## config.mk

```make
export PLATFORM = sky130hd
export DESIGN_NAME = rpn_stack_alu
export DESIGN_NICKNAME = d
export VERILOG_FILES = /design/src/sv/rsa_pkg.sv /design/src/sv/rsa_ram.sv /design/src/sv/rsa_alu.sv /design/src/sv/rpn_stack_alu.sv
export SDC_FILE = /design/constraint.sdc
export NUM_CORES = 1
export LEC_CHECK = 0
export ABC_AREA = 1
export BUFFER_PORTS_ARGS = -buffer_cell sky130_fd_sc_hd__buf_4
export CAP_MARGIN = 40
export CORE_MARGIN = 10
export CORE_UTILIZATION = 45
export CTS_CLUSTER_DIAMETER = 200
export DETAILED_ROUTE_END_ITERATION = 12
export HOLD_SLACK_MARGIN = 0.15
export SLEW_MARGIN = 15
export SYNTH_ARGS = -nofsm -noshare
export SYNTH_HDL_FRONTEND = slang
export SYNTH_HIERARCHICAL = 1
export SYNTH_SLANG_ARGS = --single-unit
```

## constraint.sdc

```tcl
create_clock -name clk -period 6.8 [get_ports clk]
set_input_delay 2.04 -clock clk [delete_from_list [all_inputs] [get_ports clk]]
set_output_delay 2.04 -clock clk [all_outputs]
set_load 0.1 [all_outputs]
```

## src/sv/rsa_pkg.sv

```systemverilog
`timescale 1ns / 1ps
// ----------------------------------------------------------------------------
// rsa_pkg
// Types and codes shared by the RPN stack ALU: operation and status codes,
// sequencer states and the request/response bundle of the arithmetic unit.
// ----------------------------------------------------------------------------
package rsa_pkg;

  localparam int DATA_W   = 32;
  localparam int FUNC_W   = 3;
  localparam int STATUS_W = 3;
  localparam int DEPTH_W  = 5;

  // Operation carried with each input beat
  typedef enum logic [FUNC_W-1:0] {
    FN_PUSH = 3'd0,
    FN_ADD  = 3'd1,
    FN_SUB  = 3'd2,
    FN_MUL  = 3'd3,
    FN_DIV  = 3'd4
  } func_t;

  // Status reported with each output beat
  typedef enum logic [STATUS_W-1:0] {
    ST_OK        = 3'd0,
    ST_NEEDTWO   = 3'd1,
    ST_OVERFLOW  = 3'd2,
    ST_UNDERFLOW = 3'd3,
    ST_DIVZERO   = 3'd4,
    ST_FULL      = 3'd5
  } status_t;

  // Top-level sequencer
  typedef enum logic [2:0] {
    S_IDLE,
    S_RD_R,
    S_RD_L,
    S_OPS,
    S_WAIT,
    S_TOP,
    S_TOP_W,
    S_OUT
  } ctl_state_t;

  // Arithmetic unit sequencer
  typedef enum logic [1:0] {
    U_IDLE,
    U_MUL,
    U_DIV,
    U_FIX
  } alu_state_t;

  typedef struct packed {
    logic                     start;
    func_t                    op;
    logic signed [DATA_W-1:0] a;
    logic signed [DATA_W-1:0] b;
  } alu_req_t;

  typedef struct packed {
    logic              done;
    status_t           status;
    logic [DATA_W-1:0] result;
  } alu_rsp_t;

endpackage

```

## src/sv/rsa_ram.sv

```systemverilog
`timescale 1ns / 1ps
// ----------------------------------------------------------------------------
// rsa_ram
// Generic simple dual-port RAM: one write port, one read port with
// registered read data.
// ----------------------------------------------------------------------------
module rsa_ram #(
  parameter int WIDTH = 32,
  parameter int DEPTH = 16
) (
  input  logic                     clk,
  input  logic                     we,
  input  logic [$clog2(DEPTH)-1:0] waddr,
  input  logic [WIDTH-1:0]         wdata,
  input  logic [$clog2(DEPTH)-1:0] raddr,
  output logic [WIDTH-1:0]         rdata
);

  logic [WIDTH-1:0] mem [DEPTH];

  // Write and registered read
  always_ff @(posedge clk) begin
    if (we) begin
      mem[waddr] <= wdata;
    end
    rdata <= mem[raddr];
  end

endmodule

```

## src/sv/rsa_alu.sv

```systemverilog
`timescale 1ns / 1ps
// ----------------------------------------------------------------------------
// rsa_alu
// Iterative signed 32-bit arithmetic unit built around one shared 34-bit
// adder/subtractor: add and subtract straight from idle, shift-add multiply and
// restoring divide over 32 steps plus one sign-fix step.
// ----------------------------------------------------------------------------
module rsa_alu
  import rsa_pkg::*;
(
  input  logic     clk,
  input  logic     rst,
  input  alu_req_t req,
  output alu_rsp_t rsp
);

  alu_state_t        state, state_next;
  logic [DATA_W-1:0] hi, hi_next;      // product high half or remainder
  logic [DATA_W-1:0] lo, lo_next;      // multiplier/product low or quotient
  logic [DATA_W-1:0] m, m_next;        // multiplicand or divisor magnitude
  logic              neg, neg_next;
  logic              is_div, is_div_next;
  logic [4:0]        step, step_next;
  alu_rsp_t          rsp_next;

  // Shared adder
  logic [DATA_W+1:0] add_x, add_y, add_s;
  logic              add_sub;

  logic [DATA_W-1:0] mag_a, mag_b, prod_hi;

  assign add_s = add_sub ? (add_x - add_y) : (add_x + add_y);

  assign mag_a   = req.a[DATA_W-1] ? (~req.a + 32'd1) : req.a;
  assign mag_b   = req.b[DATA_W-1] ? (~req.b + 32'd1) : req.b;
  assign prod_hi = is_div ? '0 : hi;

  // Sequencer register
  always_ff @(posedge clk) begin
    if (rst) begin
      state <= U_IDLE;
    end else begin
      state <= state_next;
    end
  end

  // Datapath and response registers
  always_ff @(posedge clk) begin
    hi         <= hi_next;
    lo         <= lo_next;
    m          <= m_next;
    neg        <= neg_next;
    is_div     <= is_div_next;
    step       <= step_next;
    rsp.status <= rsp_next.status;
    rsp.result <= rsp_next.result;
    if (rst) begin
      rsp.done <= 1'b0;
    end else begin
      rsp.done <= rsp_next.done;
    end
  end

  // Next state and shared adder steering
  always_comb begin
    state_next      = state;
    hi_next         = hi;
    lo_next         = lo;
    m_next          = m;
    neg_next        = neg;
    is_div_next     = is_div;
    step_next       = step;
    rsp_next.done   = 1'b0;
    rsp_next.status = rsp.status;
    rsp_next.result = rsp.result;
    add_x           = '0;
    add_y           = '0;
    add_sub         = 1'b0;
    unique case (state)
      U_IDLE: begin
        if (req.start) begin
          neg_next  = req.a[DATA_W-1] ^ req.b[DATA_W-1];
          step_next = '0;
          hi_next   = '0;
          unique case (req.op)
            FN_ADD, FN_SUB: begin
              add_x           = {{2{req.a[DATA_W-1]}}, req.a};
              add_y           = {{2{req.b[DATA_W-1]}}, req.b};
              add_sub         = (req.op == FN_SUB);
              rsp_next.done   = 1'b1;
              rsp_next.result = add_s[DATA_W-1:0];
              if (add_s[DATA_W+1:DATA_W-1] == 3'b000 ||
                  add_s[DATA_W+1:DATA_W-1] == 3'b111) begin
                rsp_next.status = ST_OK;
              end else if (add_s[DATA_W+1]) begin
                rsp_next.status = ST_UNDERFLOW;
              end else begin
                rsp_next.status = ST_OVERFLOW;
              end
            end
            FN_MUL: begin
              lo_next     = mag_b;
              m_next      = mag_a;
              is_div_next = 1'b0;
              state_next  = U_MUL;
            end
            FN_DIV: begin
              if (req.b == '0) begin
                rsp_next.done   = 1'b1;
                rsp_next.status = ST_DIVZERO;
              end else begin
                lo_next     = mag_a;
                m_next      = mag_b;
                is_div_next = 1'b1;
                state_next  = U_DIV;
              end
            end
            default: begin
              rsp_next.done   = 1'b1;
              rsp_next.status = ST_OK;
            end
          endcase
        end
      end
      U_MUL: begin
        // Add multiplicand on a set bit, shift product right
        add_x     = {2'b00, hi};
        add_y     = lo[0] ? {2'b00, m} : '0;
        hi_next   = add_s[DATA_W:1];
        lo_next   = {add_s[0], lo[DATA_W-1:1]};
        step_next = step + 5'd1;
        if (step == 5'd31) begin
          state_next = U_FIX;
        end
      end
      U_DIV: begin
        // Trial subtract, keep the difference when it does not borrow
        add_x   = {1'b0, hi, lo[DATA_W-1]};
        add_y   = {2'b00, m};
        add_sub = 1'b1;
        if (!add_s[DATA_W+1]) begin
          hi_next = add_s[DATA_W-1:0];
        end else begin
          hi_next = {hi[DATA_W-2:0], lo[DATA_W-1]};
        end
        lo_next   = {lo[DATA_W-2:0], ~add_s[DATA_W+1]};
        step_next = step + 5'd1;
        if (step == 5'd31) begin
          state_next = U_FIX;
        end
      end
      U_FIX: begin
        // Apply sign and range-check the magnitude
        add_x           = '0;
        add_y           = {2'b00, lo};
        add_sub         = 1'b1;
        rsp_next.done   = 1'b1;
        rsp_next.result = neg ? add_s[DATA_W-1:0] : lo;
        if (neg) begin
          if (prod_hi != '0 || (lo[DATA_W-1] && lo[DATA_W-2:0] != '0)) begin
            rsp_next.status = ST_UNDERFLOW;
          end else begin
            rsp_next.status = ST_OK;
          end
        end else begin
          if (prod_hi != '0 || lo[DATA_W-1]) begin
            rsp_next.status = ST_OVERFLOW;
          end else begin
            rsp_next.status = ST_OK;
          end
        end
        state_next = U_IDLE;
      end
      default: begin
        state_next = U_IDLE;
      end
    endcase
  end

endmodule

```

## src/sv/rpn_stack_alu.sv

```systemverilog
`timescale 1ns / 1ps
// ----------------------------------------------------------------------------
// rpn_stack_alu
// Reverse-Polish integer stack ALU with a RAM-backed stack and an iterative
// arithmetic unit.
// ----------------------------------------------------------------------------
// Usage:
//   Input beat: s_tuser carries the operation (push, add, sub, mul, div),
//   s_tdata the signed value to push. The second entry from the top is the
//   left operand, the top entry the right; the in-range result replaces both.
//   Output beat: m_tuser carries the status, m_tdata the new top of stack
//   (zero when empty) and the new depth. One output beat per input beat.
//   Arithmetic operations read the top entry, then the second entry, start
//   the arithmetic unit and wait for its result; multiply and divide run
//   its 32 shift-add or restoring steps plus its sign-fix step. Every
//   operation then reads the new top entry from the stack RAM (one
//   registered read port), skipped when the stack is left empty.
//   s_tready is high only while the sequencer is idle; one finished result
//   may wait in the output register while the next beat is taken in. If the
//   receiver stalls with a result still held, the sequencer waits before
//   loading the following result.
//   Reset empties the stack and drops any held result; no clearing pass.
// ----------------------------------------------------------------------------
module rpn_stack_alu
  import rsa_pkg::*;
#(
  parameter int STACK_DEPTH = 16
) (
  input  logic        clk,
  input  logic        rst,
  input  logic        s_tvalid,
  output logic        s_tready,
  input  logic [2:0]  s_tuser,   // [2:0] func
  input  logic [31:0] s_tdata,   // [31:0] value
  output logic        m_tvalid,
  input  logic        m_tready,
  output logic [2:0]  m_tuser,   // [2:0] status
  output logic [39:0] m_tdata    // [31:0] top_value, [36:32] depth, rest zero
);

  localparam int AW    = $clog2(STACK_DEPTH);
  localparam int CNT_W = $clog2(STACK_DEPTH + 1);

  ctl_state_t        state, state_next;
  logic [CNT_W-1:0]  count, count_next;
  logic [CNT_W-1:0]  cnt_m1, cnt_m2;
  func_t             op, op_next;
  status_t           status, status_next;
  logic [DATA_W-1:0] right, right_next;
  logic [DATA_W-1:0] top, top_next;
  logic              out_load;
  logic              s_fire;

  logic              ram_we;
  logic [AW-1:0]     ram_waddr, ram_raddr;
  logic [DATA_W-1:0] ram_wdata, ram_rdata;

  alu_req_t          alu_req;
  alu_rsp_t          alu_rsp;

  assign cnt_m1   = count - CNT_W'(1);
  assign cnt_m2   = count - CNT_W'(2);
  assign s_tready = (state == S_IDLE);
  assign s_fire   = s_tvalid && s_tready;

  rsa_ram #(
    .WIDTH (DATA_W),
    .DEPTH (STACK_DEPTH)
  ) u_stack (
    .clk   (clk),
    .we    (ram_we),
    .waddr (ram_waddr),
    .wdata (ram_wdata),
    .raddr (ram_raddr),
    .rdata (ram_rdata)
  );

  rsa_alu u_alu (
    .clk (clk),
    .rst (rst),
    .req (alu_req),
    .rsp (alu_rsp)
  );

  // Control registers
  always_ff @(posedge clk) begin
    if (rst) begin
      state    <= S_IDLE;
      count    <= '0;
      m_tvalid <= 1'b0;
    end else begin
      state <= state_next;
      count <= count_next;
      if (out_load) begin
        m_tvalid <= 1'b1;
      end else if (m_tready) begin
        m_tvalid <= 1'b0;
      end
    end
  end

  // Payload registers
  always_ff @(posedge clk) begin
    op     <= op_next;
    status <= status_next;
    right  <= right_next;
    top    <= top_next;
    if (out_load) begin
      m_tuser <= status;
      m_tdata <= {3'b000, DEPTH_W'(count), top};
    end
  end

  // Sequencer
  always_comb begin
    state_next    = state;
    count_next    = count;
    op_next       = op;
    status_next   = status;
    right_next    = right;
    top_next      = top;
    out_load      = 1'b0;
    ram_we        = 1'b0;
    ram_waddr     = count[AW-1:0];
    ram_wdata     = s_tdata;
    ram_raddr     = cnt_m1[AW-1:0];
    alu_req.start = 1'b0;
    alu_req.op    = op;
    alu_req.a     = ram_rdata;
    alu_req.b     = right;
    unique case (state)
      S_IDLE: begin
        if (s_fire) begin
          op_next     = func_t'(s_tuser);
          status_next = ST_OK;
          state_next  = S_TOP;
          unique case (func_t'(s_tuser))
            FN_PUSH: begin
              if (count == CNT_W'(STACK_DEPTH)) begin
                status_next = ST_FULL;
              end else begin
                ram_we     = 1'b1;
                count_next = count + CNT_W'(1);
              end
            end
            FN_ADD, FN_SUB, FN_MUL, FN_DIV: begin
              if (count < CNT_W'(2)) begin
                status_next = ST_NEEDTWO;
              end else begin
                state_next = S_RD_R;
              end
            end
            default: begin
              status_next = ST_OK;
            end
          endcase
        end
      end
      S_RD_R: begin
        // Fetch top entry
        ram_raddr  = cnt_m1[AW-1:0];
        state_next = S_RD_L;
      end
      S_RD_L: begin
        // Fetch second entry, hold top as right operand
        ram_raddr  = cnt_m2[AW-1:0];
        right_next = ram_rdata;
        state_next = S_OPS;
      end
      S_OPS: begin
        alu_req.start = 1'b1;
        state_next    = S_WAIT;
      end
      S_WAIT: begin
        // Drop both operands, push result when in range
        if (alu_rsp.done) begin
          status_next = alu_rsp.status;
          count_next  = cnt_m2;
          ram_waddr   = cnt_m2[AW-1:0];
          ram_wdata   = alu_rsp.result;
          if (alu_rsp.status == ST_OK) begin
            ram_we     = 1'b1;
            count_next = cnt_m1;
          end
          state_next = S_TOP;
        end
      end
      S_TOP: begin
        ram_raddr = cnt_m1[AW-1:0];
        if (count == '0) begin
          top_next   = '0;
          state_next = S_OUT;
        end else begin
          state_next = S_TOP_W;
        end
      end
      S_TOP_W: begin
        top_next   = ram_rdata;
        state_next = S_OUT;
      end
      S_OUT: begin
        // Load the output register once it is free
        if (!m_tvalid || m_tready) begin
          out_load   = 1'b1;
          state_next = S_IDLE;
        end
      end
      default: begin
        state_next = S_IDLE;
      end
    endcase
  end

endmodule
```

==> results by group <==
Logic synthesis
  – Synth warnings: 6
  – Yosys cell types: 61
  – EDFF count, synth: 760
  – Synth area leader: edfxtp_1
  – #FFs+latches synth: 804
  – Share of the synthesized area in the top cell type: 54.9%
  – Gate Count Post-Synth: 4570
  – Synth area leaders: edfxtp_1, nand2_1, nand3_1
  – Main synth FF type: edfxtp_1
  – Synthesized area: 41600 sq um
  – Asr flop ratio synth: 0%
  – Avg Cell Area, Syn: 9.10 sq um
  – Register area share after synthesis: 57.0%

Power and ir drop
  – PwrDens: 452 nW/um^2
  – VDD IR-drop max: 0.000250 V
  – Leak Pwr: 19.8 nW

GRT
  – First-pass GRT wire length: 197000 microns
  – GR Overflow Total: 0
  – Initial antenna violation count: 2
  – Pin count of the biggest net entering global routing: 182
  – Vias in the first global route: 30.3k
  – GR Util All Layers: 25.1%

Floorplanning
  – Starting Density: 45.4%
  – Core Box Area: 91700 sq um
  – FP Rows: 111
  – Vert. Die Dim: 324 microns
  – Die W: 324 microns
  – I/O pin cnt: 84
  – Die area: 105000 sq um

STA
  – Fin crit share: 91.9%
  – Worst hold margin: 0.418 ns
  – Setup TNS: 0 ns
  – Max-slew violation count: 0
  – Peak Freq: 0.160 GHz
  – Final setup vio count: 0
  – Worst-Margin Slew: 1.21 ns
  – Final hold viol count: 0
  – Unrepaired setup endpoints after global routing: no
  – Worst Skew: 0.0299 ns
  – Rel. slew slack: 19.6%
  – Fin crit period: 6.25 ns

Worst hold path
  – Hold Path Class: register to register

Cells and area
  – Layout cells sized above 1: 9.01%
  – Final #Nets: 4703
  – Layout area overhead: 11.9%
  – Final Non-Filler Cells: 5872

Route
  – Initial DRT Pass Iterations: 8
  – DRT iter0 DRCs: 3419
  – Per-cell routed wire length: 22.8 microns
  – Routed via count: 32.2k
  – Post-Route WL: 134000 microns
  – ANT nets after route: 0
  – DRC violation count after routing: 0
  – Number of vias per cell: 5.48

Placed design
  – Placed cells: 5710
  – IO buf count: 80
  – Dpl hpwl: 89900 microns
  – Gpl congestion: 0.992

Clock network
  – Root cell of the clock tree: clkbuf_16
  – Num Clock Sinks: 804
  – Worst-Skew Late Latency: 0.65 ns
  – CTS tree: yes
  – Clock Tree Buf Depth: 3
  – Clock slew at reported path FFs: 0.06 ns
  – CTS Hold Bufs: 0
  – Number of CTS-inserted buffers: 87
  – H-tree depth: 3
  – Post_cts resized: 0
  – Setup bufs post-CTS: 0

Setup path
  – CP Data Required Time: 7.19 ns
  – Crit Path Category: register to register
  – Startpoint types: register
  – Worst Path Arrival: 6.64 ns
  – Worst Path Max Fanout: 34
  – CP endpoint kind: register
  – Slowest stage cell, crit path: nand3_4
  – Most Frequent Cell on Critical Path: nand2_1
  – Crit-path max cell delay: 0.44 ns

Job
  – MaxCap Viol Count: 0

Run status
  – Status: finished clean
-- sequential cells by signal, summed over array words and instances, names as in the netlist, 5 cells and up --
| signal | flops |
|---|---|
| u_alu/rsp | 36 |
| count | 5 |
| u_alu/hi | 32 |
| u_alu/step | 5 |
| u_alu/lo | 32 |
| m_tdata | 37 |
| u_stack/rdata | 32 |
| top | 32 |
| u_stack/mem | 512 |
| right | 32 |
| u_alu/m | 32 |
-- synthesized netlist by cell type, types with 10 or more instances --
cell type  number
a31oi_1        10
ha_1           49
buf_2          62
nand3_2        25
nor3_1         33
inv_1         655
nand2_1      1281
nor4_1         21
buf_4          15
nand3_1       616
edfxtp_1      760
a221oi_1       16
nor2_1        228
buf_1          27
buf_6          42
nand3b_1       10
clkbuf_1       75
nand4_1        23
xnor2_1        22
xor2_1        101
or2_2          17
o22ai_1        53
dfxtp_1        44
o21ai_0       157
o21a_1         13
a21oi_1       126
-- cell usage in the layout, fill, tap and decap left out, types with 10 or more instances in the layout --
master     instances
dfxtp_1           44
nor2_4            23
xor2_1           100
nand3b_1          10
nor4_1            21
clkbuf_1          28
clkbuf_16         87
nand4_1           23
o21ai_0          153
buf_16            10
a31oi_1           10
nand3_1          615
nand3_2           26
buf_4            153
o21a_1            13
a221oi_1          16
nor2_1           209
or2_2             17
nand2_1         1280
inv_1            650
ha_1              46
xnor2_1           22
nor3_1            32
clkbuf_8          11
o22ai_1           53
edfxtp_1         760
a21oi_1          126
-- power breakdown --
group,switching (mW),internal [mW],leakage (nW)
Sequential,0.424,5.99,7.24
Clock,2.00,2.74,1.39
Combinational,7.18,2.69,11.1
Total,9.60,11.4,19.8
-- metrics by stage --
stage	util (%)	instance area, sq um	worst slack [ns]	total power [mW]
global route	50.8	46500	0.00628	22.1
finish	50.8	46500	0.550	21.0
detailed placement	47.6	43600	0.592	16.1
floorplan	-	41600	1.08	12.7
CTS	50.7	46500	0.574	20.9
global placement	47.2	43200	0.752	16.0
-- cell type report --
cell class | count | area (sq um)
fillers | 8437 | 45100
flip-flops and latches | 804 | 23700
multi-input cells | 2881 | 14300
inverters | 665 | 2510
clock buffers | 126 | 2430
repair buffers | 175 | 1630
well taps | 1186 | 1480
clock inverters | 34 | 439
diodes | 1 | 2.50
-- critical path: cells and delay by family, from the launching register on --
family          cells  cell delay, ns
compound gates      5            0.71
flops               1            0.42
fa+ha+maj           3            1.01
simple gates       20            3.35
xor+xnor            1            0.17
buf+inv             2            0.31
-- final timing paths --
| kind | startpoint | to | slack [ns] | depth (start not counted) |
|---|---|---|---|---|
| worst min-delay path | status[2]$_DFFE_PP_ | m_tuser[2]$_DFFE_PP_ | 0.42 | 0 |
| worst min register to register | status[2]$_DFFE_PP_ | m_tuser[2]$_DFFE_PP_ | 0.42 | 0 |
| worst max-delay path | u_alu/state[0]$_SDFFE_PP0P_ | u_alu/lo[0]$_DFFE_PP_ | 0.55 | 31 |
| worst max register to register | u_alu/state[0]$_SDFFE_PP0P_ | u_alu/lo[0]$_DFFE_PP_ | 0.55 | 31 |
-- routing by layer --
metal	GRT usage [%]	vias to the layer above	part of all wire (%)
met2	39.8	1328	46
met5	0	-	0
met1	33.7	15400	42
met4	11.1	0	4.5
met3	4.08	264	7.8
li1	-	15200	-
-- cell families after synthesis --
kind of cell,count (synthesis),synth area share (%)
other cells,1,0.00902
fa+ha+maj,50,1.52
xor+xnor,123,2.59
compound gates,415,5.73
buf+inv,887,9.13
flops,804,57.0
simple gates,2288,24.0
mux,2,0.0482
Note: power is estimated with default switching activity, not from simulation.
